--- src/sv/m4me_pkg.sv ---
// Shared types, opcodes and permutation tables for the 4x4 matrix engine.
`default_nettype none
package m4me_pkg;

   // Operation codes carried in the request opcode field
   typedef enum logic [2:0] {
      OP_LOAD_A  = 3'd0,
      OP_LOAD_B  = 3'd1,
      OP_PRODUCT = 3'd2,
      OP_AFFINE  = 3'd3,
      OP_INVERSE = 3'd4,
      OP_DET4    = 3'd5,
      OP_DET3    = 3'd6
   } op_type;

   // Sequencer states
   typedef enum logic [3:0] {
      S_IDLE,
      S_ELEM,
      S_READ,
      S_LOAD,
      S_MUL,
      S_ADD,
      S_ACC,
      S_EMIT,
      S_COPY
   } seq_state_type;

   // Final scaling of the accumulator
   typedef enum logic [1:0] {
      SH_ONE,
      SH_TWO,
      SH_THREE
   } shift_type;

   localparam int PROD_W = 128;
   localparam int ACC_W  = 136;

   typedef struct packed {
      logic [2:0]         opcode;
      logic [3:0]         element_index;
      logic signed [31:0] element_value;
   } req_type;

   typedef struct packed {
      logic [3:0]         result_index;
      logic signed [31:0] result_value;
      logic               last;
      logic               saturated;
   } rsp_type;

   typedef struct packed {
      logic        en;
      logic        sel_b;
      logic [3:0]  addr;
      logic [31:0] data;
   } wr_req_type;

   typedef struct packed {
      logic       en;
      logic       sel_b;
      logic [3:0] addr;
      logic       affine;
   } rd_req_type;

   typedef struct packed {
      logic      x_load;
      logic      p_clear;
      logic      mul_en;
      logic      p_add;
      logic      x_from_p;
      logic      acc_clear;
      logic      acc_add;
      logic      neg;
      logic [1:0] limb;
      logic      limb_top;
      shift_type shift;
   } dp_ctrl_type;

   // Permutation terms of the 4x4 determinant: {odd, p0, p1, p2, p3}
   function automatic logic [8:0] det4_term(input logic [4:0] t);
      logic [8:0] r;
      case (t)
         5'd0:  r = {1'b0, 2'd0, 2'd1, 2'd2, 2'd3};
         5'd1:  r = {1'b1, 2'd0, 2'd1, 2'd3, 2'd2};
         5'd2:  r = {1'b1, 2'd0, 2'd2, 2'd1, 2'd3};
         5'd3:  r = {1'b0, 2'd0, 2'd2, 2'd3, 2'd1};
         5'd4:  r = {1'b0, 2'd0, 2'd3, 2'd1, 2'd2};
         5'd5:  r = {1'b1, 2'd0, 2'd3, 2'd2, 2'd1};
         5'd6:  r = {1'b1, 2'd1, 2'd0, 2'd2, 2'd3};
         5'd7:  r = {1'b0, 2'd1, 2'd0, 2'd3, 2'd2};
         5'd8:  r = {1'b0, 2'd1, 2'd2, 2'd0, 2'd3};
         5'd9:  r = {1'b1, 2'd1, 2'd2, 2'd3, 2'd0};
         5'd10: r = {1'b1, 2'd1, 2'd3, 2'd0, 2'd2};
         5'd11: r = {1'b0, 2'd1, 2'd3, 2'd2, 2'd0};
         5'd12: r = {1'b0, 2'd2, 2'd0, 2'd1, 2'd3};
         5'd13: r = {1'b1, 2'd2, 2'd0, 2'd3, 2'd1};
         5'd14: r = {1'b1, 2'd2, 2'd1, 2'd0, 2'd3};
         5'd15: r = {1'b0, 2'd2, 2'd1, 2'd3, 2'd0};
         5'd16: r = {1'b0, 2'd2, 2'd3, 2'd0, 2'd1};
         5'd17: r = {1'b1, 2'd2, 2'd3, 2'd1, 2'd0};
         5'd18: r = {1'b1, 2'd3, 2'd0, 2'd1, 2'd2};
         5'd19: r = {1'b0, 2'd3, 2'd0, 2'd2, 2'd1};
         5'd20: r = {1'b0, 2'd3, 2'd1, 2'd0, 2'd2};
         5'd21: r = {1'b1, 2'd3, 2'd1, 2'd2, 2'd0};
         5'd22: r = {1'b1, 2'd3, 2'd2, 2'd0, 2'd1};
         5'd23: r = {1'b0, 2'd3, 2'd2, 2'd1, 2'd0};
         default: r = '0;
      endcase
      return r;
   endfunction

   // Permutation terms of the 3x3 determinant: {odd, p0, p1, p2}
   function automatic logic [6:0] det3_term(input logic [2:0] t);
      logic [6:0] r;
      case (t)
         3'd0: r = {1'b0, 2'd0, 2'd1, 2'd2};
         3'd1: r = {1'b1, 2'd0, 2'd2, 2'd1};
         3'd2: r = {1'b1, 2'd1, 2'd0, 2'd2};
         3'd3: r = {1'b0, 2'd1, 2'd2, 2'd0};
         3'd4: r = {1'b0, 2'd2, 2'd0, 2'd1};
         3'd5: r = {1'b1, 2'd2, 2'd1, 2'd0};
         default: r = '0;
      endcase
      return r;
   endfunction

endpackage
`default_nettype wire

--- src/sv/m4me_store.sv ---
// Element stores for matrices A and B with one registered read port.
`default_nettype none
module m4me_store #(
   parameter int FRAC_BITS = 16
) (
   input  wire logic                clock,
   input  wire logic                reset,
   input  wire m4me_pkg::wr_req_type wr,
   input  wire m4me_pkg::rd_req_type rd,
   output logic [31:0]              rd_data
);
   import m4me_pkg::*;

   localparam logic [31:0] ONE = 32'd1 << FRAC_BITS;

   logic [31:0] mem_a [16];
   logic [31:0] mem_b [16];
   logic [15:0] valid_a_ff;
   logic [15:0] valid_b_ff;
   logic [31:0] rd_data_ff;

   // Track written entries; unwritten ones read as zero
   always_ff @(posedge clock) begin
      if (reset) begin
         valid_a_ff <= '0;
         valid_b_ff <= '0;
      end else if (wr.en) begin
         if (wr.sel_b) valid_b_ff[wr.addr] <= 1'b1;
         else          valid_a_ff[wr.addr] <= 1'b1;
      end
   end

   // Write one element
   always_ff @(posedge clock) begin
      if (wr.en) begin
         if (wr.sel_b) mem_b[wr.addr] <= wr.data;
         else          mem_a[wr.addr] <= wr.data;
      end
   end

   // Read one element, forcing the affine column (indices 3, 7, 11 and 15) when asked
   always_ff @(posedge clock) begin
      if (rd.en) begin
         if (rd.affine && rd.addr == 4'd15)
            rd_data_ff <= ONE;
         else if (rd.affine && rd.addr[1:0] == 2'd3)
            rd_data_ff <= '0;
         else if (rd.sel_b)
            rd_data_ff <= valid_b_ff[rd.addr] ? mem_b[rd.addr] : '0;
         else
            rd_data_ff <= valid_a_ff[rd.addr] ? mem_a[rd.addr] : '0;
      end
   end

   assign rd_data = rd_data_ff;

endmodule
`default_nettype wire

--- config.mk ---
export PLATFORM = sky130hd
export DESIGN_NAME = m4me_store
export DESIGN_NICKNAME = d
export VERILOG_FILES = /design/src/sv/m4me_pkg.sv /design/src/sv/m4me_store.sv
export SDC_FILE = /design/constraint.sdc
export NUM_CORES = 1
export LEC_CHECK = 0
export BUFFER_PORTS_ARGS = -buffer_cell sky130_fd_sc_hd__buf_2
export CAP_MARGIN = 30
export CORE_MARGIN = 2
export CORE_UTILIZATION = 45
export CTS_BUF_LIST = sky130_fd_sc_hd__clkbuf_4
export CTS_CLUSTER_DIAMETER = 30
export DETAILED_ROUTE_END_ITERATION = 7
export PLACE_DENSITY = 0.74
export SETUP_SLACK_MARGIN = 0.02
export SLEW_MARGIN = 20
export SYNTH_ARGS = -nofsm -noshare
export SYNTH_HDL_FRONTEND = slang
export SYNTH_SLANG_ARGS = --single-unit
--- constraint.sdc ---
create_clock -name clock -period 3.15 [get_ports clock]
set_input_delay 0.7875 -clock clock [delete_from_list [all_inputs] [get_ports clock]]
set_output_delay 0.7875 -clock clock [all_outputs]
set_load 0.1 [all_outputs]
==> results_dict.tcl <==
set metrics [dict create \
    outcome "complete, no violations" \
    clkTransAtPathRegs_ps 70 \
    viasPerCell 5.83 \
    grt_util_met3 0.0649 \
    worst_slack_ps 361 \
    nets 2352 \
    placed_cells 3202 \
    tightestPinTransition_ps 766 \
    cp_slowest_cell "buf_2" \
    syn-cell-area_um2 41600 \
    path_delay_family "buffers and inverters" \
    yosysSeqAreaShare 0.778 \
    cap_violations 0 \
    ios 79 \
    fp-row-count 111 \
    cts_root_buffer "clkbuf_4" \
    hold_slack_ps 160 \
    tritoncts "done" \
    die-area_um2 94800 \
    clock_sinks 1088 \
    start_util 0.454 \
    post-cts-setup-buffers 0 \
    maxSlewViolCount 0 \
    dpl.hpwl_um 54100 \
    place_ws_ps -31.5 \
    drc 0 \
    synth_xor_area_frac 0 \
    vias 21416 \
    fin_area_um2 48100 \
    period_needed_ps 2790 \
    critical_path_class "flip-flop to output port" \
    wl_per_cell_um 26.7 \
    die_height_um 308 \
    fin_cells 3674 \
    syn-num-nets 1972 \
    final_util 0.525 \
    grt_use_total 0.209 \
    arrival_ps 2000 \
    cts_resized 0 \
    ys_ff_latch 1088 \
    grtUsageMet2 0.331 \
    ant_nets 0 \
    synth_compound_area_frac 0.0227 \
    max_slew_margin 0.488 \
    synth_top_family_by_area "multiplexers" \
    insertion_delay_ps 1120 \
    synth-simple-area-share 0.0259 \
    cts_buffers 286 \
    fmax_mhz 359 \
    start_kind "flip-flop" \
    synthCells 1925 \
    grt_overflow 0 \
    drtIter0Drc 2515 \
    layout-drive-gt1-share 0.365 \
    clockBufferDepth 4 \
    power_mw 29.3 \
    cp.required_ps 2360 \
    grt_pass1_vias 22555 \
    period_share 0.885 \
    cts_hold_buf 1 \
    grt_pass1_wl_um 143000 \
    syn_area_per_cell_um2 21.6 \
    hold_viol_final 0 \
    wl_um 97900 \
    grt_antenna_before_repair 16 \
    fin_setup_tns_ps 0 \
    setup_viol 0 \
    rsz0062_at_grt "no" \
    path_buf_inv 1 \
    path_cells "buf_2" \
    power_leakage_nw 15.7 \
    critPathMaxFanout 1 \
    ys_warn_count 0 \
    muxShareOfSynthArea 0.158 \
    area_delta_synth_final_pct 15.6 \
    htree_levels 5 \
    hold_path.class "input pin to flip-flop" \
    slowest_delay_ps 470 \
    synth_cell_type_count 30 \
    endpoint_kind "output port" \
    groute.layer.met1.usage 0.275 \
    core_area_um2 91700 \
    synth_fa_ha_area_frac 0 \
    pwr_density_cell_nw_per_um2 609 \
    grt-busiest-layer "met2" \
    port-buffer-count 78 \
    die_w_um 308 \
    skew_ps 91.4 \
    first_pass_iters 8 \
    dpl_cell_area_um2 44700 \
    peakVddDrop_mv 0.318 \
    grt_max_degree 50 \
    place_congestion 0.752 \
]
-- per-layer routing --
metal  part of all wire  vias to the layer above  routed length, µm
met4              0.023                       14               2270
li1                   -                     8951                  -
met1               0.38                    11094              36800
met5            0.00098                        -                 96
met2               0.49                     1167              47700
met3               0.11                      190              11100
-- area by class of cell --
type / instances / area (µm²)
Multi-Input combinational cell: 724 / 8850
Timing Repair Buffer: 204 / 2040
Tap cell: 1186 / 1480
Fill cell: 6949 / 43600
Inverter: 1 / 6.26
Clock inverter: 72 / 409
Sequential cell: 1088 / 32400
Clock buffer: 388 / 2910
Antenna cell: 11 / 27.5
-- where the power goes --
group          leakage (nW)  total [mW]  switching [mW]  internal, mW
logic                  3.93        1.76            1.12         0.636
clock network          1.99        11.4            5.32          6.07
registers              9.81        16.1          0.0612          16.1
total                  15.7        29.3            6.50          22.8
-- cells in the mapped netlist (all sizes together) --
library cell     n  area (µm²)
a211oi          31         233
a22oi           32         240
inv              1        3.75
nand3            6        30.0
a32oi            1        8.76
a221oi           2        23.8
nor2b           35         219
nand2b           5        31.3
a31oi           31         194
mux4           258        5810
buf             70         475
clkbuf          42         158
o22ai           32         200
nor2           130         488
edfxtp        1056       31700
nand2           72         270
and3             1        6.26
or2              1        6.26
dfxtp           32         641
nand4            3        18.8
o211ai           1        12.5
a21oi            5        28.8
and2             1        6.26
o21ai            1        5.00
mux2i           76         761
-- cells in the final DEF (no fill, tap or decap), types with 32 or more instances in the layout --
cell      instances
dfxtp_1          32
edfxtp_1       1056
clkbuf_4        388
nor2b_1          35
nor2_4           32
mux4_2          258
nand2_1          72
mux2i_1          76
buf_4            71
buf_12           54
buf_2            75
nor2_1           98
clkinv_1         54
a22oi_1          32
o22ai_1          32
-- cells by family (layout without fill, tap and decap cells) --
group | count (synthesis) | count (layout)
AO/OA/AOI/OAI | 136 | 136
buffers and inverters | 113 | 665
flip-flops | 1088 | 1088
multiplexers | 334 | 334
other | 0 | 11
AND/OR/NAND/NOR | 254 | 254
-- sequential cells by signal, indices dropped and copies added, names as in the netlist --
register and cells:
mem_b 512, valid_a_ff 16, valid_b_ff 16, rd_data 32, mem_a 512
-- path summary, 6_finish.rpt --
check,startpoint,end,slack [ps],cells after the start
hold reg to reg,valid_a_ff[14],valid_a_ff[14],470,2
setup reg to reg,valid_b_ff[7],rd_data[14],770,7
hold / removal,reset,valid_a_ff[2],160,2
setup / recovery,rd_data[13],rd_data[13],360,1
(Power assumes the default switching activity.)
