## config.mk

```make
export PLATFORM = sky130hd
export DESIGN_NAME = m4me_seq
export DESIGN_NICKNAME = d
export VERILOG_FILES = /design/src/sv/m4me_pkg.sv /design/src/sv/m4me_seq.sv
export SDC_FILE = /design/constraint.sdc
export NUM_CORES = 1
export LEC_CHECK = 0
export BUFFER_PORTS_ARGS = -buffer_cell sky130_fd_sc_hd__buf_2
export CAP_MARGIN = 20
export CORE_MARGIN = 10
export CORE_UTILIZATION = 42
export DETAILED_ROUTE_END_ITERATION = 7
export PLACE_DENSITY = 0.8
export SYNTH_ARGS = -nofsm -noshare
export SYNTH_HDL_FRONTEND = slang
export SYNTH_SLANG_ARGS = --single-unit
```

## constraint.sdc

```tcl
create_clock -name clock -period 3.36 [get_ports clock]
set_input_delay 0.336 -clock clock [delete_from_list [all_inputs] [get_ports clock]]
set_output_delay 0.336 -clock clock [all_outputs]
set_load 0.03 [all_outputs]
```

## src/sv/m4me_pkg.sv

```systemverilog
// Shared types, opcodes and permutation tables for the 4x4 matrix engine.
`default_nettype none
package m4me_pkg;

   // Operation codes carried in the request opcode field
   typedef enum logic [2:0] {
      OP_LOAD_A  = 3'd0,
      OP_LOAD_B  = 3'd1,
      OP_PRODUCT = 3'd2,
      OP_AFFINE  = 3'd3,
      OP_INVERSE = 3'd4,
      OP_DET4    = 3'd5,
      OP_DET3    = 3'd6
   } op_type;

   // Sequencer states
   typedef enum logic [3:0] {
      S_IDLE,
      S_ELEM,
      S_READ,
      S_LOAD,
      S_MUL,
      S_ADD,
      S_ACC,
      S_EMIT,
      S_COPY
   } seq_state_type;

   // Final scaling of the accumulator
   typedef enum logic [1:0] {
      SH_ONE,
      SH_TWO,
      SH_THREE
   } shift_type;

   localparam int PROD_W = 128;
   localparam int ACC_W  = 136;

   typedef struct packed {
      logic [2:0]         opcode;
      logic [3:0]         element_index;
      logic signed [31:0] element_value;
   } req_type;

   typedef struct packed {
      logic [3:0]         result_index;
      logic signed [31:0] result_value;
      logic               last;
      logic               saturated;
   } rsp_type;

   typedef struct packed {
      logic        en;
      logic        sel_b;
      logic [3:0]  addr;
      logic [31:0] data;
   } wr_req_type;

   typedef struct packed {
      logic       en;
      logic       sel_b;
      logic [3:0] addr;
      logic       affine;
   } rd_req_type;

   typedef struct packed {
      logic      x_load;
      logic      p_clear;
      logic      mul_en;
      logic      p_add;
      logic      x_from_p;
      logic      acc_clear;
      logic      acc_add;
      logic      neg;
      logic [1:0] limb;
      logic      limb_top;
      shift_type shift;
   } dp_ctrl_type;

   // Permutation terms of the 4x4 determinant: {odd, p0, p1, p2, p3}
   function automatic logic [8:0] det4_term(input logic [4:0] t);
      logic [8:0] r;
      case (t)
         5'd0:  r = {1'b0, 2'd0, 2'd1, 2'd2, 2'd3};
         5'd1:  r = {1'b1, 2'd0, 2'd1, 2'd3, 2'd2};
         5'd2:  r = {1'b1, 2'd0, 2'd2, 2'd1, 2'd3};
         5'd3:  r = {1'b0, 2'd0, 2'd2, 2'd3, 2'd1};
         5'd4:  r = {1'b0, 2'd0, 2'd3, 2'd1, 2'd2};
         5'd5:  r = {1'b1, 2'd0, 2'd3, 2'd2, 2'd1};
         5'd6:  r = {1'b1, 2'd1, 2'd0, 2'd2, 2'd3};
         5'd7:  r = {1'b0, 2'd1, 2'd0, 2'd3, 2'd2};
         5'd8:  r = {1'b0, 2'd1, 2'd2, 2'd0, 2'd3};
         5'd9:  r = {1'b1, 2'd1, 2'd2, 2'd3, 2'd0};
         5'd10: r = {1'b1, 2'd1, 2'd3, 2'd0, 2'd2};
         5'd11: r = {1'b0, 2'd1, 2'd3, 2'd2, 2'd0};
         5'd12: r = {1'b0, 2'd2, 2'd0, 2'd1, 2'd3};
         5'd13: r = {1'b1, 2'd2, 2'd0, 2'd3, 2'd1};
         5'd14: r = {1'b1, 2'd2, 2'd1, 2'd0, 2'd3};
         5'd15: r = {1'b0, 2'd2, 2'd1, 2'd3, 2'd0};
         5'd16: r = {1'b0, 2'd2, 2'd3, 2'd0, 2'd1};
         5'd17: r = {1'b1, 2'd2, 2'd3, 2'd1, 2'd0};
         5'd18: r = {1'b1, 2'd3, 2'd0, 2'd1, 2'd2};
         5'd19: r = {1'b0, 2'd3, 2'd0, 2'd2, 2'd1};
         5'd20: r = {1'b0, 2'd3, 2'd1, 2'd0, 2'd2};
         5'd21: r = {1'b1, 2'd3, 2'd1, 2'd2, 2'd0};
         5'd22: r = {1'b1, 2'd3, 2'd2, 2'd0, 2'd1};
         5'd23: r = {1'b0, 2'd3, 2'd2, 2'd1, 2'd0};
         default: r = '0;
      endcase
      return r;
   endfunction

   // Permutation terms of the 3x3 determinant: {odd, p0, p1, p2}
   function automatic logic [6:0] det3_term(input logic [2:0] t);
      logic [6:0] r;
      case (t)
         3'd0: r = {1'b0, 2'd0, 2'd1, 2'd2};
         3'd1: r = {1'b1, 2'd0, 2'd2, 2'd1};
         3'd2: r = {1'b1, 2'd1, 2'd0, 2'd2};
         3'd3: r = {1'b0, 2'd1, 2'd2, 2'd0};
         3'd4: r = {1'b0, 2'd2, 2'd0, 2'd1};
         3'd5: r = {1'b1, 2'd2, 2'd1, 2'd0};
         default: r = '0;
      endcase
      return r;
   endfunction

endpackage
`default_nettype wire

```

## src/sv/m4me_seq.sv

```systemverilog
// Sequencer: walks elements, terms, factors and limbs and registers the results.
`default_nettype none
module m4me_seq #(
   parameter int FRAC_BITS = 16
) (
   input  wire logic                  clock,
   input  wire logic                  reset,
   input  wire logic                  start,
   input  wire m4me_pkg::req_type      req_data,
   input  wire logic [31:0]           rd_data,
   input  wire logic [31:0]           emit_value,
   input  wire logic                  emit_sat,
   output logic                       busy,
   output m4me_pkg::wr_req_type       wr,
   output m4me_pkg::rd_req_type       rd,
   output m4me_pkg::dp_ctrl_type      ctrl,
   output logic                       rsp_valid,
   output m4me_pkg::rsp_type          rsp_data
);
   import m4me_pkg::*;

   localparam logic [31:0] ONE = 32'd1 << FRAC_BITS;

   seq_state_type state_ff, state_in;
   logic [2:0] op_ff, op_in;
   logic [3:0] idx_ff, idx_in;
   logic [4:0] term_ff, term_in;
   logic [1:0] fac_ff, fac_in;
   logic [1:0] limb_ff, limb_in;
   logic       rsp_valid_ff, rsp_valid_in;
   rsp_type    rsp_ff, rsp_in;

   logic       accept;
   logic       is_compute;
   logic [1:0] fac_last;
   logic [4:0] term_last;
   logic       elem_last;
   logic       limb_top;
   logic [8:0] d4;
   logic [6:0] d3;
   logic [1:0] col4;
   logic [1:0] col3;
   logic       term_neg;
   logic [3:0] fac_addr;
   logic       fac_sel_b;

   assign accept     = start && (state_ff == S_IDLE);
   assign is_compute = (req_data.opcode == OP_PRODUCT) || (req_data.opcode == OP_AFFINE)
                    || (req_data.opcode == OP_INVERSE) || (req_data.opcode == OP_DET4)
                    || (req_data.opcode == OP_DET3);
   assign busy      = (state_ff != S_IDLE);
   assign limb_top  = (limb_ff == fac_ff - 2'd1);
   assign elem_last = (op_ff == OP_DET4) || (op_ff == OP_DET3) || (idx_ff == 4'd15);

   assign d4 = det4_term(term_ff);
   assign d3 = det3_term(term_ff[2:0]);

   // Column of the current factor within its row of the permutation
   always_comb begin
      case (fac_ff)
         2'd0:    col4 = d4[7:6];
         2'd1:    col4 = d4[5:4];
         2'd2:    col4 = d4[3:2];
         default: col4 = d4[1:0];
      endcase
      case (fac_ff)
         2'd0:    col3 = d3[5:4];
         2'd1:    col3 = d3[3:2];
         default: col3 = d3[1:0];
      endcase
   end

   // Factor address, chain length, term count and sign per operation
   always_comb begin
      fac_sel_b = 1'b0;
      fac_addr  = '0;
      fac_last  = 2'd1;
      term_last = 5'd3;
      term_neg  = 1'b0;
      case (op_type'(op_ff))
         OP_PRODUCT, OP_AFFINE: begin
            fac_sel_b = (fac_ff == 2'd0);
            fac_addr  = (fac_ff == 2'd0) ? {idx_ff[3:2], term_ff[1:0]}
                                         : {term_ff[1:0], idx_ff[1:0]};
         end
         OP_INVERSE: begin
            term_last = 5'd2;
            term_neg  = 1'b1;
            fac_addr  = (fac_ff == 2'd0) ? {2'd3, term_ff[1:0]}
                                         : {idx_ff[1:0], term_ff[1:0]};
         end
         OP_DET4: begin
            fac_last  = 2'd3;
            term_last = 5'd23;
            term_neg  = d4[8];
            fac_addr  = {fac_ff, col4};
         end
         OP_DET3: begin
            fac_last  = 2'd2;
            term_last = 5'd5;
            term_neg  = d3[6];
            fac_addr  = {fac_ff, col3};
         end
         default: begin
            fac_addr = '0;
         end
      endcase
   end

   // Next state
   always_comb begin
      state_in = state_ff;
      case (state_ff)
         S_IDLE: begin
            if (accept && is_compute) state_in = S_ELEM;
         end
         S_ELEM: begin
            if (op_ff == OP_INVERSE) begin
               if (idx_ff[1:0] == 2'd3)
                  state_in = (idx_ff == 4'd15) ? S_IDLE : S_ELEM;
               else if (idx_ff[3:2] == 2'd3)
                  state_in = S_READ;
               else
                  state_in = S_COPY;
            end else begin
               state_in = S_READ;
            end
         end
         S_READ: state_in = S_LOAD;
         S_LOAD: state_in = (fac_ff == 2'd0) ? S_READ : S_MUL;
         S_MUL:  state_in = S_ADD;
         S_ADD: begin
            if (!limb_top)              state_in = S_MUL;
            else if (fac_ff == fac_last) state_in = S_ACC;
            else                         state_in = S_READ;
         end
         S_ACC:  state_in = (term_ff == term_last) ? S_EMIT : S_READ;
         S_EMIT: state_in = elem_last ? S_IDLE : S_ELEM;
         S_COPY: state_in = S_ELEM;
         default: state_in = S_IDLE;
      endcase
   end

   // Outputs and counter updates
   always_comb begin
      op_in        = op_ff;
      idx_in       = idx_ff;
      term_in      = term_ff;
      fac_in       = fac_ff;
      limb_in      = limb_ff;
      rsp_valid_in = 1'b0;
      rsp_in       = rsp_ff;
      wr           = '0;
      rd           = '0;
      rd.sel_b     = fac_sel_b;
      rd.addr      = fac_addr;
      rd.affine    = (op_ff == OP_AFFINE);
      ctrl         = '0;
      ctrl.limb    = limb_ff;
      ctrl.limb_top = limb_top;
      ctrl.neg     = term_neg;
      case (op_type'(op_ff))
         OP_DET4: ctrl.shift = SH_THREE;
         OP_DET3: ctrl.shift = SH_TWO;
         default: ctrl.shift = SH_ONE;
      endcase
      case (state_ff)
         S_IDLE: begin
            if (accept) begin
               op_in  = req_data.opcode;
               idx_in = '0;
               if ((req_data.opcode == OP_LOAD_A) || (req_data.opcode == OP_LOAD_B)) begin
                  wr.en    = 1'b1;
                  wr.sel_b = (req_data.opcode == OP_LOAD_B);
                  wr.addr  = req_data.element_index;
                  wr.data  = req_data.element_value;
               end
            end
         end
         S_ELEM: begin
            term_in        = '0;
            fac_in         = '0;
            ctrl.acc_clear = 1'b1;
            if (op_ff == OP_INVERSE && idx_ff[1:0] == 2'd3) begin
               // Constant column of the affine inverse
               rsp_valid_in        = 1'b1;
               rsp_in.result_index = idx_ff;
               rsp_in.result_value = (idx_ff == 4'd15) ? ONE : '0;
               rsp_in.last         = (idx_ff == 4'd15);
               rsp_in.saturated    = 1'b0;
               idx_in              = idx_ff + 4'd1;
            end else if (op_ff == OP_INVERSE && idx_ff[3:2] != 2'd3) begin
               // Transposed rotation element
               rd.en    = 1'b1;
               rd.sel_b = 1'b0;
               rd.addr  = {idx_ff[1:0], idx_ff[3:2]};
               rd.affine = 1'b0;
            end
         end
         S_READ: begin
            rd.en = 1'b1;
         end
         S_LOAD: begin
            if (fac_ff == 2'd0) begin
               ctrl.x_load = 1'b1;
               fac_in      = 2'd1;
            end else begin
               ctrl.p_clear = 1'b1;
               limb_in      = '0;
            end
         end
         S_MUL: begin
            ctrl.mul_en = 1'b1;
         end
         S_ADD: begin
            ctrl.p_add = 1'b1;
            if (limb_top) begin
               ctrl.x_from_p = 1'b1;
               fac_in        = fac_ff + 2'd1;
            end else begin
               limb_in = limb_ff + 2'd1;
            end
         end
         S_ACC: begin
            ctrl.acc_add = 1'b1;
            term_in      = term_ff + 5'd1;
            fac_in       = '0;
         end
         S_EMIT: begin
            rsp_valid_in        = 1'b1;
            rsp_in.result_index = idx_ff;
            rsp_in.result_value = emit_value;
            rsp_in.last         = elem_last;
            rsp_in.saturated    = emit_sat;
            idx_in              = idx_ff + 4'd1;
         end
         S_COPY: begin
            rsp_valid_in        = 1'b1;
            rsp_in.result_index = idx_ff;
            rsp_in.result_value = rd_data;
            rsp_in.last         = 1'b0;
            rsp_in.saturated    = 1'b0;
            idx_in              = idx_ff + 4'd1;
         end
         default: begin
            rsp_valid_in = 1'b0;
         end
      endcase
   end

   always_ff @(posedge clock) begin
      if (reset) begin
         state_ff     <= S_IDLE;
         rsp_valid_ff <= 1'b0;
      end else begin
         state_ff     <= state_in;
         rsp_valid_ff <= rsp_valid_in;
      end
   end

   always_ff @(posedge clock) begin
      op_ff   <= op_in;
      idx_ff  <= idx_in;
      term_ff <= term_in;
      fac_ff  <= fac_in;
      limb_ff <= limb_in;
      rsp_ff  <= rsp_in;
   end

   assign rsp_valid = rsp_valid_ff;
   assign rsp_data  = rsp_ff;

endmodule
`default_nettype wire

```

==> results of run 1 <==
==> through the flow <==
step	hold WS (ns)	instances	util, %
after floorplan	0.4153	406	-
after global placement	0.5332	721	54.25
after detailed placement	0.5321	721	54.25
after CTS	0.1560	737	56.80
after global routing	0.1566	737	56.80
final	0.1722	737	56.80
==> layout make-up <==
type,count,area (µm²)
clock inverters,7,122.6
well taps,133,166.4
fillers,839,4184
multi-input cells,290,2043
flip-flops and latches,68,1902
clock buffers,9,123.9
repair buffers,210,1066
inverters,20,76.32
==> worst max-delay path by stage <==
| stage | start | endpoint | slack (ns) | cells after the start |
|---|---|---|---|---|
| 6_report | state_ff[0] | rd[3] | 0.37 | 6 |
| 5_1_grt | fac_ff[0] | rd[1] | 0.16 | 8 |
| 4_1_cts | state_ff[0] | rd[3] | 0.36 | 6 |
| 3_5_place_dp | state_ff[0] | d4[2] | 0.55 | 11 |
| 3_3_place_gp | state_ff[0] | d4[2] | 0.63 | 11 |
| 2_1_floorplan | state_ff[1] | rsp_data[0] | 0.006 | 6 |
==> layer usage <==
layer | global-route usage, % | routed length, µm | vias up
li1 | - | - | 1896
met1 | 19.77 | 5113 | 1816
met2 | 30.74 | 6454 | 236
met3 | 7.889 | 1687 | 31
met4 | 7.252 | 325 | 0
met5 | 0 | 0 | -
==> cells by family (layout without fill, tap and decap cells) <==
kind of cell               count (synthesis)  in the layout
and+or+nand+nor                          139            139
AOI/OAI and AO/OA                        117            117
DFF                                       68             68
buffers and inverters                     48            246
adders and majority gates                 19             19
xor gates and xnor gates                  13             13
muxes                                      2              2
==> synth_stat cells, drive strengths merged (4+ instances only) <==
| master | n |
|---|---|
| o21ai | 15 |
| a21boi | 4 |
| and2 | 46 |
| inv | 19 |
| a222oi | 4 |
| o2111ai | 4 |
| o32ai | 4 |
| a22o | 31 |
| a21oi | 17 |
| nor2 | 27 |
| edfxtp | 54 |
| and3 | 4 |
| xnor2 | 10 |
| a211oi | 6 |
| nand2 | 16 |
| buf | 11 |
| nand3 | 8 |
| dfxtp | 14 |
| nor3 | 13 |
| clkbuf | 17 |
| a31oi | 5 |
| ha | 19 |
| nor2b | 8 |
==> state kept, by name, summed over array words and instances (netlist names) <==
name       count
d4             9
fac_ff         2
idx_ff         4
limb_ff        2
op_ff          3
rsp_data      38
rsp_valid      1
state_ff       4
term_ff        5
==> placed cells by master (no fill, tap or decap), drive strengths merged, types with 6 or more instances in the layout <==
cell type  instances
dfxtp             14
buf              210
nor2              27
xnor2             10
nor3              13
a22o              31
ha                19
nor2b              8
clkbuf             9
inv               20
a211oi             6
o21ai             15
nand2             16
nand3              8
a21oi             17
edfxtp            54
and2              46
==> power by group through the flow <==
stage / clock network (µW) / registers, µW / logic [µW]
3_5_place_dp: 0 / 1120 / 713
6_report: 823 / 1100 / 713
4_1_cts: 840 / 1100 / 717
5_1_grt: 873 / 1120 / 777
3_3_place_gp: 0 / 1110 / 709
2_1_floorplan: 0 / 1160 / 424
==> flow_summary_export.csv, run 1 <==
group,metric,value,unit
run_status,status,"finished clean",
sta,tightest_slew,0.9919,ns
sta,slew_viol_final,0,
critical_path,slowest_stage,"dfxtp_1",
pwr,p_sw_share,32.76,%
synthesis,synthXorXnorAreaFrac,2.752,%
grt,grt_max_degree,39,
sta,rsz0062_at_grt,"no",
synthesis,ys_types,63,
sta,skew,0.008961,ns
cts,cts.reportedPaths.clkPinSlew,0.07,ns
cells_and_area,synthToLayoutAreaGrowth,32.93,%
route,wl,13580,µm
grt,overflow,0,
floorplanning,die_h,119.3,µm
floorplanning,rows,36,
cts,insertion_delay,0.35,ns
synthesis,muxShareOfSynthArea,0.4838,%
place,io_buffers,204,
route,vias,3979,
cells_and_area,layout.nets,725,
critical_path,cp_num_buf_inv,2,
job,cap_violations,0,
critical_path,path_max_fanout,16,
critical_path,cp.arrival,2.65,ns
critical_path,max_stage_delay,0.61,ns
synthesis,synth_area_leaders,"edfxtp_1 (39%), and2_1 (7.0%), dfxtp_1 (6.8%)",
cts,cts_setup_buffers,0,
critical_path,r2r_cells,11,
cts,clk_path_buf_depth,2,
sta,setup-violations-final,0,
floorplanning,core_area,9684,µm²
pwr,p_int,1774,µW
pwr,pwr-share-seq,41.8,%
pwr,combinationalPowerShare,27.0,%
synthesis,ys_ff_latch,68,
place,pre_cts_slack,0.5491,ns
min_path,min_from,"req_data[37]",
critical_path,cp-start-kind,"flip-flop",
route,drt_iter0_drc,306,
critical_path,path_class,"flip-flop to output pin",
synthesis,syn_area,4138,µm²
sta,fin_crit,2.987,ns
synthesis,yosys.area_share.simple,18.57,%
critical_path,regToRegSetupSlack,0.46,ns
critical_path,critical_path_required,3.02,ns
sta,setup_tns,0,ns
critical_path,r2r-start,"state_ff[0]",
min_path,hold_depth,1,
cts,cts_max_level,3,
floorplanning,die_w,119.3,µm
sta,slew_headroom,33.72,%
route,viasPerCell,5.399,
route,avgRoutedWirePerCell,18.43,µm
cells_and_area,final_layout_size_suffix_gt1_share,39.57,%
place,place_area,5254,µm²
floorplanning,die_area,14220,µm²
synthesis,async_flop_share,0,%
route,drtAntennaViolNets,0,
synthesis,synth_area_per_cell,10.19,µm²
synthesis,synth_top_area_share,39.19,%
sta,finalCritPeriodShare,88.91,%
route,drc,0,
grt,grt_pass1_wl,21130,µm
synthesis,synth_top_area_cell,"edfxtp_1",
floorplanning,ios,205,
synthesis,syn-num-nets,532,
synthesis,syn-instance-count,406,
synthesis,synth_top_family_by_area,"compound AO/OA/AOI/OAI gates",
route,dr.pass1.iters,6,
min_path,hold_class,"input port to flip-flop",
pwr,ir_drop,0.1880,mV
critical_path,critical_path.top_delay_family,"simple AND/OR/NAND/NOR gates",
floorplanning,initial_core_util,42.73,%
grt,antenna_found_initial,0,
cts,cts_resized,0,
cells_and_area,final_area,5500,µm²
grt,grt_pass1_vias,4082,
pwr,leakage,0.002566,µW
pwr,finalPower,2638,µW
synthesis,ys_warn_count,0,
cts,cts_made_buffers,9,
pwr,power.share.clock,31.2,%
sta,hold_violations,0,
place,gp_congestion,0.9428,
synthesis,synth_fa_ha_area_share,5.745,%
sta,fin_ws,0.3725,ns
cts,cts_tree,"done",
pwr,p_sw,864.2,µW
grt,track_usage,18.23,%
critical_path,r2r-end,"d4[2]",
critical_path,end_kind,"output pin",
cts,cts_sinks,68,
min_path,hold-path-endpoint,"op_ff[1]",
place,dp_hpwl,11030,µm
synthesis,synth_edf_count,54,
cts,cts_hold_buf,0,
sta,fmax,0.3347,GHz
synthesis,synth-compound-area-share,21.59,%
cts,cts_root_buf,"clkbuf_8",
pwr,p_per_area,479.6,nW/µm²
synthesis,ys_seq_area_share,45.96,%
critical_path,cp_cell_sequence,"or4b_1 > buf_4 > or3_1 > o2111ai_1 > o21a_1 > buf_2",
synthesis,synthFlopType,"edfxtp_1",
cells_and_area,diodes,0,
Power figures use the tool's default switching activity.
==> run 2, diff against run 1 <==
--- a/config.mk
+++ b/config.mk
@@ -8,9 +8,9 @@
 export BUFFER_PORTS_ARGS = -buffer_cell sky130_fd_sc_hd__buf_2
 export CAP_MARGIN = 20
 export CORE_MARGIN = 10
-export CORE_UTILIZATION = 42
+export CORE_UTILIZATION = 40
 export DETAILED_ROUTE_END_ITERATION = 7
-export PLACE_DENSITY = 0.8
+export PLACE_DENSITY = 0.77
 export SYNTH_ARGS = -nofsm -noshare
 export SYNTH_HDL_FRONTEND = slang
 export SYNTH_SLANG_ARGS = --single-unit
==> run 2 against run 1 <==
- global-route usage fell by 0.72 points
- highest routed layer unchanged
- via count fell by 1.3%
- sequential power barely moved
- die area rose by 4.2%
- critical path type unchanged
- core utilization fell by 2.9 points
- sequential share of layout area rose by 0.079 points
- power fell by 2.1%
- largest power group unchanged
- flip-flop and latch count did not move
- design area fell by 0.23%
- clock skew rose by 0.0031 ns
==> flow_summary_export.csv, run 2 (synthesis results as in run 1) <==
group,metric,value,unit
sta,fmax,0.3224,GHz
floorplanning,die_h,121.7,µm
route,dr.pass1.iters,5,
critical_path,crit_top_cell,"inv_1",
grt,grt_pass1_vias,3754,
route,wl,14200,µm
sta,finalCritPeriodShare,92.30,%
grt,overflow,0,
cts,cts_made_buffers,9,
critical_path,slowest_stage,"edfxtp_1",
cells_and_area,nFillCells,915,
critical_path,r2r-start,"state_ff[0]",
floorplanning,rows,37,
route,avgRoutedWirePerCell,19.17,µm
cts,cts_setup_buffers,0,
cts,cts_hold_buf,0,
critical_path,critical_path.top_delay_family,"compound AO/OA/AOI/OAI gates",
critical_path,r2r_cells,10,
critical_path,max_stage_delay,0.47,ns
floorplanning,die_w,121.7,µm
floorplanning,core_area,10180,µm²
critical_path,path_max_fanout,10,
cells_and_area,synthToLayoutAreaGrowth,32.63,%
pwr,ir_drop,0.3055,mV
cts,cts_tree,"done",
run_status,status,"finished clean",
place,io_buffers,204,
critical_path,regToRegSetupSlack,0.45,ns
cts,cts_max_level,3,
route,vias,3928,
cells_and_area,final_layout_size_suffix_gt1_share,39.67,%
route,drc,0,
sta,hold_violations,0,
place,dp_hpwl,11280,µm
place,gp_congestion,0.9089,
sta,setup_tns,0,ns
cells_and_area,largest_register_ffs,38,
critical_path,path_class,"flip-flop to output pin",
sta,slew_headroom,40.27,%
route,drt_iter0_drc,306,
critical_path,cp_cell_sequence,"inv_1 > ha_1 > inv_1 > and2_1 > a222oi_1 > a21boi_0 > o21ai_0 > buf_2",
grt,track_usage,17.51,%
floorplanning,initial_core_util,40.63,%
critical_path,cp.depth,8,
floorplanning,ios,205,
pwr,leakage,0.002565,µW
critical_path,cp-startpoint,"fac_ff[0]",
job,cap_violations,0,
cells_and_area,layout.nets,726,
sta,fin_crit,3.101,ns
cells_and_area,multi_input_area,2043,µm²
cells_and_area,final_cell_mix,"buf_2 (204), edfxtp_1 (54), and2_1 (46)",
sta,rsz0062_at_grt,"no",
min_path,min_from,"reset",
sta,skew,0.01211,ns
critical_path,critical_path_required,3.02,ns
critical_path,cp.arrival,2.77,ns
sta,whs,0.1827,ns
cts,cts_root_buf,"clkbuf_8",
floorplanning,die_area,14810,µm²
sta,tightest_slew,0.8960,ns
critical_path,cp_num_buf_inv,3,
cells_and_area,layout_commonest_cell,"buf_2",
cts,cts_sinks,68,
cts,cts.reportedPaths.clkPinSlew,0.08,ns
cts,insertion_delay,0.35,ns
min_path,hold_class,"input port to flip-flop",
cells_and_area,seq_area,1902,µm²
cts,cts_resized,0,
sta,slew_viol_final,0,
grt,grt_pass1_wl,20840,µm
critical_path,r2r-end,"d4[2]",
pwr,p_per_area,470.5,nW/µm²
route,drtAntennaViolNets,0,
critical_path,cp-start-kind,"flip-flop",
min_path,hold_depth,2,
route,viasPerCell,5.301,
critical_path,end_kind,"output pin",
grt,grt_max_degree,39,
sta,setup-violations-final,0,
grt,antenna_found_initial,0,
cts,clk_path_buf_depth,2,
critical_path,critPathCapture,"rd[1]",
cells_and_area,diodes,0,
[run 2: cell count changes in the layout (fill, tap and decap cells not counted)]
cell,change
clkinv_2,+1
clkinvlp_4,-1
buf_4,+1
bufinv_16,-1
clkinv_4,+1
[run 2: metal layers]
metal | track usage (%) | wire, µm | up-vias
met1 | 19.68 | 5449 | 1838
li1 | - | - | 1901
met4 | 5.514 | 228 | 0
met2 | 31.26 | 7368 | 170
met3 | 5.042 | 1155 | 19
met5 | 0 | 0 | -
[run 2: final cells by class]
| cell class | instances | share of cell area [%] |
|---|---|---|
| clock buffers | 9 | 2.257 |
| clock inverters | 7 | 1.801 |
| inverters | 20 | 1.391 |
| multi-input cells | 290 | 37.23 |
| flip-flops and latches | 68 | 34.66 |
| well taps | 136 | 3.101 |
| repair buffers | 211 | 19.56 |
[run 2: through the flow]
stage / setup WS [ns] / util [%] / cells / power (µW) / cell area (µm²)
4_1_cts: 0.3174 / 53.88 / 741 / 2599 / 5488
6_report: 0.2587 / 53.88 / 741 / 2582 / 5488
3_3_place_gp: 0.6659 / 51.70 / 725 / 1821 / 5265
3_5_place_dp: 0.5340 / 51.70 / 725 / 1838 / 5265
2_1_floorplan: 0.005784 / - / 406 / 1587 / 4138
5_1_grt: 0.08488 / 53.88 / 741 / 2703 / 5488
[run 2: how the worst min path moves through the flow]
stage                end  slack, ns
6_report       rsp_valid       0.18
3_3_place_gp    op_ff[2]       0.53
2_1_floorplan  rsp_valid       0.42
5_1_grt        rsp_valid       0.17
4_1_cts        rsp_valid       0.17
3_5_place_dp   rsp_valid       0.53
[run 2: where the power goes]
group	total [µW]	internal (µW)	leakage, µW	switching (µW)
clock network	761	422	0.000110	339
registers	1100	1020	0.000643	80.1
logic	719	257	0.00181	462
[run 2: worst register-to-register path: cells and delay by family (launching register included)]
| family | cells | cell delay [ns] |
|---|---|---|
| AOI/OAI and AO/OA | 5 | 0.98 |
| adders and majority gates | 1 | 0.37 |
| buffers and inverters | 2 | 0.23 |
| DFF | 1 | 0.63 |
| and+or+nand+nor | 2 | 0.60 |
==> run 3, diff against run 2 <==
--- a/config.mk
+++ b/config.mk
@@ -11,6 +11,7 @@
 export CORE_UTILIZATION = 40
 export DETAILED_ROUTE_END_ITERATION = 7
 export PLACE_DENSITY = 0.77
+export RECOVER_POWER = 100
 export SYNTH_ARGS = -nofsm -noshare
 export SYNTH_HDL_FRONTEND = slang
 export SYNTH_SLANG_ARGS = --single-unit
==> run 3 against run 2 <==
- clock skew hardly changed
- critical path type unchanged
- the run now ends with capacitance limit, slew limit left
- clock power is essentially flat
- power is 0.71% lower
- die area unchanged
- combinational power shrank 2.9%
- worst setup slack got worse by 0.019 ns
- critical path depth did not move
==> flow_summary_export.csv, run 3 (synthesis results as in run 1) <==
group,metric,value,unit
run_status,status,"complete, but fails checks",
run_status,failed_checks,"capacitance limit, slew limit",
critical_path,critical_path_required,3.02,ns
floorplanning,core_area,10180,µm²
sta,setup_tns,0,ns
sta,setup-violations-final,0,
place,io_buffers,204,
min_path,hold_depth,2,
route,drtAntennaViolNets,0,
route,vias,3919,
pwr,combinationalPowerShare,27.2,%
route,wl,14210,µm
sta,fmax,0.3205,GHz
sta,slew_viol_final,37,
cts,cts_sinks,68,
critical_path,cp-start-kind,"flip-flop",
cts,cts_made_buffers,9,
critical_path,critical_path.top_delay_family,"compound AO/OA/AOI/OAI gates",
critical_path,cp_num_buf_inv,3,
pwr,power.share.clock,29.7,%
grt,overflow,0,
sta,fin_ws,0.2394,ns
pwr,p_per_area,476.8,nW/µm²
cells_and_area,layout_commonest_cell,"buf_2",
pwr,p_int,1680,µW
critical_path,end_kind,"output pin",
critical_path,path_max_fanout,10,
pwr,leakage,0.002258,µW
sta,rsz0062_at_grt,"no",
cts,cts_max_level,3,
critical_path,cp.arrival,2.78,ns
sta,finalCritPeriodShare,92.87,%
critical_path,cp-startpoint,"fac_ff[0]",
cells_and_area,final_layout_size_suffix_gt1_share,26.28,%
place,dp_hpwl,11280,µm
grt,grt_pass1_vias,3754,
sta,skew,0.01247,ns
cts,cts_hold_buf,0,
floorplanning,initial_core_util,40.63,%
critical_path,max_stage_delay,0.47,ns
sta,fin_crit,3.121,ns
cts,cts_resized,0,
route,dr.pass1.iters,5,
route,drc,0,
critical_path,critPathCapture,"rd[1]",
cts,cts_tree,"done",
cells_and_area,nFillCells,971,
cells_and_area,largest_register_ffs,38,
critical_path,r2r_cells,5,
job,cap_violations,1,
cts,insertion_delay,0.35,ns
cts,cts_setup_buffers,0,
cells_and_area,synthToLayoutAreaGrowth,29.94,%
floorplanning,ios,205,
critical_path,regToRegSetupSlack,0.37,ns
pwr,p_sw,883.9,µW
min_path,hold_class,"input port to flip-flop",
critical_path,cp.depth,8,
grt,grt_pass1_wl,20840,µm
cells_and_area,layout.nets,726,
cells_and_area,diodes,0,
critical_path,cp_cell_sequence,"inv_1 > ha_1 > inv_1 > and2_1 > a222oi_1 > a21boi_0 > o21ai_0 > clkbuf_2",
critical_path,path_class,"flip-flop to output pin",
grt,grt_max_degree,39,
floorplanning,die_h,121.7,µm
grt,antenna_found_initial,0,
floorplanning,die_w,121.7,µm
sta,slew_headroom,-7.412,%
cells_and_area,final_cell_mix,"buf_2 (125), clkbuf_1 (79), edfxtp_1 (54)",
cells_and_area,multi_input_area,2043,µm²
route,drt_iter0_drc,285,
pwr,ir_drop,0.3058,mV
grt,track_usage,17.51,%
floorplanning,die_area,14810,µm²
place,gp_congestion,0.9089,
critical_path,slowest_stage,"edfxtp_1",
critical_path,crit_top_cell,"inv_1",
cts,clk_path_buf_depth,2,
cells_and_area,seq_area,1902,µm²
critical_path,r2r-end,"idx_ff[1]",
cts,cts_root_buf,"clkbuf_8",
sta,tightest_slew,1.611,ns
route,viasPerCell,5.289,
critical_path,r2r-start,"state_ff[0]",
place,pre_cts_slack,0.5340,ns
floorplanning,rows,37,
route,avgRoutedWirePerCell,19.18,µm
pwr,p_sw_share,34.48,%
pwr,pwr-share-seq,43.1,%
sta,hold_violations,0,
cts,cts.reportedPaths.clkPinSlew,0.08,ns
## run 3: cell count changes in the layout (fill, tap and decap cells not counted), sizes merged
| cell | delta |
|---|---|
| clkbuf | +84 |
| buf | -84 |
| clkinv | -1 |
| clkinvlp | +1 |
## run 3: layout make-up
cell class	count	share of cell area, %
clock buffer	9	2.304
clock inverter	7	1.838
inverter	20	1.420
multi-input combinational	290	38.00
sequential	68	35.37
tap	136	3.165
timing repair buffer	211	17.90
## run 3: worst register-to-register path: stages (launching register included)
cell and delay, ns:
dfxtp_1 0.47, nor3_1 0.36, and2_0 0.20, clkbuf_1 1.17
nor2_1 0.14, nor2_1 0.32
## run 3: how the worst min path moves through the flow
stage | start | to | slack [ns]
after global placement | req_data[38] | op_ff[2] | 0.53
after CTS | reset | rsp_valid | 0.17
after floorplan | reset | rsp_valid | 0.42
final | reset | rsp_valid | 0.18
after detailed placement | reset | rsp_valid | 0.53
after global routing | reset | rsp_valid | 0.17
## run 3: layer usage
metal  wire [µm]  track usage [%]
met1        5529            19.68
met4         259            5.514
met5           0                0
met2        7321            31.26
met3        1100            5.042
## run 3: stage by stage
stage | cell area [µm²] | instances | hold WS (ns) | total power (µW) | utilization, %
after floorplan | 4138 | 406 | 0.4153 | 1587 | -
after detailed placement | 5265 | 725 | 0.5329 | 1838 | 51.70
final | 5376 | 741 | 0.1826 | 2563 | 52.79
after global placement | 5265 | 725 | 0.5315 | 1821 | 51.70
after CTS | 5488 | 741 | 0.1674 | 2599 | 53.88
after global routing | 5376 | 741 | 0.1700 | 2685 | 52.79
## run 3: power groups by stage
| stage | logic (µW) | registers [µW] | clock network [µW] |
|---|---|---|---|
| 3_3_place_gp | 708 | 1110 | 0 |
| 3_5_place_dp | 718 | 1120 | 0 |
| 4_1_cts | 722 | 1100 | 776 |
| 6_report | 698 | 1100 | 761 |
| 5_1_grt | 759 | 1120 | 810 |
| 2_1_floorplan | 424 | 1160 | 0 |
